--- src/wma_pkg.sv ---
// shared types, constants and helpers of the water meter accounting engine
package wma_pkg;

  localparam int LOG_DAYS_DEF = 30;

  localparam int CMD_W = 3;
  localparam int DAY_W = 5;
  localparam int MON_W = 4;
  localparam int IDX_W = 5;
  localparam int REG_W = 16;
  localparam int CFG_IDX_W = 2;
  localparam int CNT_W = 32;
  localparam int COST_W = 48;
  localparam int NUM_W = 42;
  localparam int DEN_W = 32;
  localparam int IN_TDATA_W = 24;
  localparam int OUT_TDATA_W = 320;

  localparam logic [CMD_W-1:0] CMD_PULSE = 3'd0;
  localparam logic [CMD_W-1:0] CMD_TICK = 3'd1;
  localparam logic [CMD_W-1:0] CMD_SAVE = 3'd2;
  localparam logic [CMD_W-1:0] CMD_RST_SESSION = 3'd3;
  localparam logic [CMD_W-1:0] CMD_RST_TODAY = 3'd4;
  localparam logic [CMD_W-1:0] CMD_FACTORY = 3'd5;
  localparam logic [CMD_W-1:0] CMD_READ_LOG = 3'd6;

  localparam logic [CFG_IDX_W-1:0] REG_PPL = 2'd0;
  localparam logic [CFG_IDX_W-1:0] REG_WINDOW = 2'd1;
  localparam logic [CFG_IDX_W-1:0] REG_COST = 2'd2;

  localparam logic [REG_W-1:0] PPL_RST = 16'd450;
  localparam logic [REG_W-1:0] WINDOW_RST = 16'd1000;
  localparam logic [REG_W-1:0] COST_RST = 16'd50;

  localparam logic [25:0] ML_MIN_SCALE = 26'd60000000;
  localparam logic [9:0] ML_PER_L = 10'd1000;

  typedef struct packed {
    logic latch;
    logic exec;
    logic flow_load;
    logic flow_fin;
    logic save_load;
    logic save_fin;
    logic calc_load;
    logic calc_fin;
    logic div_start;
    logic out_load;
  } wma_cmd_t;

  typedef struct packed {
    logic [CMD_W-1:0] cmd;
    logic close_win;
    logic div_done;
  } wma_stat_t;

  function automatic logic [CNT_W-1:0] sat_add32(input logic [CNT_W-1:0] a,
                                                 input logic [CNT_W-1:0] b);
    logic [CNT_W:0] s;
    s = {1'b0, a} + {1'b0, b};
    return s[CNT_W] ? {CNT_W{1'b1}} : s[CNT_W-1:0];
  endfunction

  function automatic logic [CNT_W-1:0] sat_q(input logic [NUM_W-1:0] q);
    return (|q[NUM_W-1:CNT_W]) ? {CNT_W{1'b1}} : q[CNT_W-1:0];
  endfunction

endpackage

--- src/wma_ctrl.sv ---
// sequencer of the accounting engine
module wma_ctrl import wma_pkg::*; (
  input  logic      clk,
  input  logic      rst,
  input  logic      s_tvalid,
  output logic      s_tready,
  output logic      m_tvalid,
  input  logic      m_tready,
  input  wma_stat_t stat,
  output wma_cmd_t  ctl
);
  localparam logic [3:0] ST_IDLE      = 4'd0;
  localparam logic [3:0] ST_EXEC      = 4'd1;
  localparam logic [3:0] ST_FLOW_LD   = 4'd2;
  localparam logic [3:0] ST_FLOW_GO   = 4'd3;
  localparam logic [3:0] ST_FLOW_WAIT = 4'd4;
  localparam logic [3:0] ST_SAVE_LD   = 4'd5;
  localparam logic [3:0] ST_SAVE_GO   = 4'd6;
  localparam logic [3:0] ST_SAVE_WAIT = 4'd7;
  localparam logic [3:0] ST_CALC_LD   = 4'd8;
  localparam logic [3:0] ST_CALC_GO   = 4'd9;
  localparam logic [3:0] ST_CALC_WAIT = 4'd10;
  localparam logic [3:0] ST_OUT       = 4'd11;

  logic [3:0] state;
  logic [3:0] state_next;
  logic       out_free;

  assign s_tready = (state == ST_IDLE);
  assign out_free = !m_tvalid || m_tready;

  always_comb begin
    state_next = state;
    ctl = '0;
    case (state)
      ST_IDLE: begin
        if (s_tvalid) begin
          ctl.latch = 1'b1;
          state_next = ST_EXEC;
        end
      end
      ST_EXEC: begin
        ctl.exec = 1'b1;
        if (stat.cmd == CMD_TICK && stat.close_win) state_next = ST_FLOW_LD;
        else if (stat.cmd == CMD_SAVE) state_next = ST_SAVE_LD;
        else state_next = ST_CALC_LD;
      end
      ST_FLOW_LD: begin
        ctl.flow_load = 1'b1;
        state_next = ST_FLOW_GO;
      end
      ST_FLOW_GO: begin
        ctl.div_start = 1'b1;
        state_next = ST_FLOW_WAIT;
      end
      ST_FLOW_WAIT: begin
        if (stat.div_done) begin
          ctl.flow_fin = 1'b1;
          state_next = ST_CALC_LD;
        end
      end
      ST_SAVE_LD: begin
        ctl.save_load = 1'b1;
        state_next = ST_SAVE_GO;
      end
      ST_SAVE_GO: begin
        ctl.div_start = 1'b1;
        state_next = ST_SAVE_WAIT;
      end
      ST_SAVE_WAIT: begin
        if (stat.div_done) begin
          ctl.save_fin = 1'b1;
          state_next = ST_CALC_LD;
        end
      end
      ST_CALC_LD: begin
        ctl.calc_load = 1'b1;
        state_next = ST_CALC_GO;
      end
      ST_CALC_GO: begin
        ctl.div_start = 1'b1;
        state_next = ST_CALC_WAIT;
      end
      ST_CALC_WAIT: begin
        if (stat.div_done) begin
          ctl.calc_fin = 1'b1;
          state_next = ST_OUT;
        end
      end
      ST_OUT: begin
        if (out_free) begin
          ctl.out_load = 1'b1;
          state_next = ST_IDLE;
        end
      end
      default: state_next = ST_IDLE;
    endcase
  end

  always_ff @(posedge clk) begin
    if (rst) begin
      state    <= ST_IDLE;
      m_tvalid <= 1'b0;
    end else begin
      state <= state_next;
      if (ctl.out_load) m_tvalid <= 1'b1;
      else if (m_tready) m_tvalid <= 1'b0;
    end
  end
endmodule

--- config.mk ---
export PLATFORM = sky130hd
export DESIGN_NAME = wma_ctrl
export DESIGN_NICKNAME = d
export VERILOG_FILES = /design/src/wma_pkg.sv /design/src/wma_ctrl.sv
export SDC_FILE = /design/constraint.sdc
export NUM_CORES = 1
export LEC_CHECK = 0
export BUFFER_PORTS_ARGS = -buffer_cell sky130_fd_sc_hd__buf_2
export CAP_MARGIN = 20
export CELL_PAD_IN_SITES_DETAIL_PLACEMENT = 0
export CELL_PAD_IN_SITES_GLOBAL_PLACEMENT = 2
export CORE_MARGIN = 2
export CORE_UTILIZATION = 24
export DETAILED_ROUTE_END_ITERATION = 8
export PLACE_DENSITY_LB_ADDON = 0.1
export RECOVER_POWER = 50
export SYNTH_ARGS = -nofsm -noshare
export SYNTH_HDL_FRONTEND = slang
export SYNTH_SLANG_ARGS = --single-unit
--- constraint.sdc ---
create_clock -name clk -period 4.05 [get_ports clk]
set_input_delay 0.81 -clock clk [delete_from_list [all_inputs] [get_ports clk]]
set_output_delay 0.81 -clock clk [all_outputs]
set_load 0.05 [all_outputs]
==> metrics.cfg <==
[grt]
met1_usage_pct=16.4
antenna_found_initial=0
grt_max_degree=18
use_met2_pct=17.1
grt-ovfl-total=0
grt_pass1_wl_um=1910
grt_pass1_vias=443
grt_util_all_layers_pct=12.4
top_usage_layer=met2
met3_usage_pct=6.04

[floorplanning]
core_region_area_um2=1760
die_area_um2=2270
ios=21
fp-row-count=15
die_w_um=47.7
die_h_um=47.7
initial_core_util_pct=26.0

[logic_synthesis]
synth_area_um2=458
synth_cells=65
synth_area_per_cell_um2=7.05
yosysSeqAreaShare_pct=21.9
yosysUniqueCellTypes=31
ys_ff_latch=5
ys_warn_count=0
syn-num-nets=74

[placement]
gp_congestion=0.651
portBuffers=20
dp_slack_ns=1.55
dpl.hpwl_um=925

[clock_network]
htreeDepth=1
cts_resized=0
worstSkewPairLatency_ns=0.24
cts_inserted_buffers=3
ctsHoldBuffers=0
cts.sinks=5
clock_path_buffers=2
post_cts_buffers=0
clk_pin_slew_ns=0.04
root_buffer=clkbuf_4
cts_tree=yes

[power_and_ir_drop]
finalPower_mw=0.265
swShare_pct=47.8
pwr-share-clk_pct=22.3
internal_power_mw=0.138
power_density_nw_per_um2=452
peakVddDrop_uv=230
p_leak_nw=0.257
power_frac_seq_pct=28.4
combPwrFrac_pct=49.3
p_switching_mw=0.127

[routing]
drc=0
vias_per_cell=4.78
drt_iter0_drc=5
drt_first_pass_iters=3
route.detailed.wl_per_inst_um=10.9
via_count=526
postRouteAntennaNets=0
wl_um=1200

[critical_path]
critPathLaunchType=flip-flop
arrival_ns=1.72
r2r_end=state[3]
max_stage_delay_ns=0.55
path_max_fanout=17
rr_startpoint=state[0]
required_ns=3.24
worstSetupEndpointType=primary output
critical_path_class=flip-flop to primary output
critPathBufInv=2
reg2reg_depth=4
cp_top_family=simple AND/OR/NAND/NOR gates
reg2reg_setup_slack_ns=2.41
worst_path_max_delay_cell=or4_4
cp_cell_sequence=or4_4 -> inv_1 -> and2_1 -> buf_2

[sta]
slew_headroom_pct=60.8
fin_ws_ns=1.52
min_period_ns=2.53
rsz0062_at_grt=false
finalSetupTns_ns=0
timing.fmax_mhz=396
finClkSkew_ns=0.000586
finalMaxSlewViolations=0
worst_pin_slew_ns=0.591
finalHoldViolations=0
finalCritPeriodShare_pct=62.4
whs_ns=0.510
setup_violations=0

[worst_hold_path]
whs_path_depth=2
hp-class=flip-flop to flip-flop
hold_path_startpoint=m_tvalid
min_to=m_tvalid

[final_layout]
diodes=0
seqCellArea_um2=100
layout_common_cells=17 x buf_2, 8 x nor2_1, 7 x a21oi_1
fill_cells=223
drive_gt1_share_pct=25.9
syn_to_final_growth_pct=27.9
multiInputGateArea_um2=320
final_nets=95
layout_commonest_cell=buf_2
final_core_util_pct=33.2

[status]
status=finished clean

[run]
max_cap_violations=0

## sequential cells by signal, summed over array words and instances, names as in the netlist
| register | count |
|---|---|
| state | 4 |
| m_tvalid | 1 |
## stage by stage
step                cell area, µm²  std cells
finish                         586        110
global route                   586        110
CTS                            589        110
detailed placement             563        106
global placement               563        106
floorplan                      458         65
## area by class of cell
cell class	instances	area share [%]
multi-input cells	53	54.7
inverters	3	1.92
clock buffers	4	4.49
flip-flops and latches	5	17.1
repair buffers	20	16.5
well taps	25	5.34
## worst max-delay path by stage
stage	startpoint	to	depth (start not counted)
after floorplan	stat[0]	ctl[6]	3
after global placement	stat[0]	ctl[6]	5
after detailed placement	stat[0]	ctl[6]	5
after CTS	state[0]	ctl[9]	4
after global routing	state[2]	ctl[6]	4
final	state[0]	ctl[9]	4
## metal layers
metal	vias to the layer above	wire length (µm)
met5	-	0
met4	0	14
met3	2	78
met2	17	517
met1	238	586
li1	269	-
## power groups by stage
stage / Clock, mW / Combinational (mW) / Sequential (mW)
after floorplan: 0 / 0.123 / 0.0611
after global placement: 0 / 0.132 / 0.0767
after detailed placement: 0 / 0.132 / 0.0760
after CTS: 0.0617 / 0.133 / 0.0749
after global routing: 0.0662 / 0.143 / 0.0777
final: 0.0589 / 0.131 / 0.0751
## cells in the mapped netlist
master | instances | area [µm²]
or2b_1 | 1 | 7.51
and3b_1 | 1 | 8.76
o21ai_0 | 2 | 10.0
a2111oi_0 | 1 | 8.76
or2_2 | 1 | 6.26
a21oi_1 | 7 | 35.0
nor3_1 | 3 | 15.0
a311oi_1 | 1 | 8.76
xor2_1 | 1 | 8.76
nand2_1 | 4 | 15.0
o21a_1 | 1 | 7.51
o211ai_1 | 1 | 7.51
nand3_1 | 2 | 10.0
or2_1 | 1 | 6.26
nor4bb_1 | 1 | 10.0
nor2b_1 | 3 | 18.8
buf_2 | 3 | 15.0
xnor2_1 | 1 | 8.76
nor3b_1 | 1 | 7.51
nor2_1 | 8 | 30.0
o22ai_1 | 1 | 6.26
inv_1 | 3 | 11.3
a22o_1 | 1 | 8.76
dfxtp_1 | 5 | 100
or4_4 | 1 | 11.3
nor4_1 | 1 | 6.26
buf_6 | 1 | 11.3
o32a_1 | 1 | 10.0
a2bb2o_1 | 1 | 10.0
nand2b_1 | 5 | 31.3
and2_1 | 1 | 6.26
## logic make-up after synthesis
logic type	Yosys count	synth area share, %
simple gates	34	41.5
xor+xnor	2	3.83
compound gates	17	24.6
flops	5	21.9
buf+inv	7	8.20
## tightest hold or removal path, cell delays in order, from the launching register on
cell and delay [ns]:
dfxtp_1 0.31, nand2b_1 0.08, a21oi_1 0.06
Power figures use the tool's default switching activity.
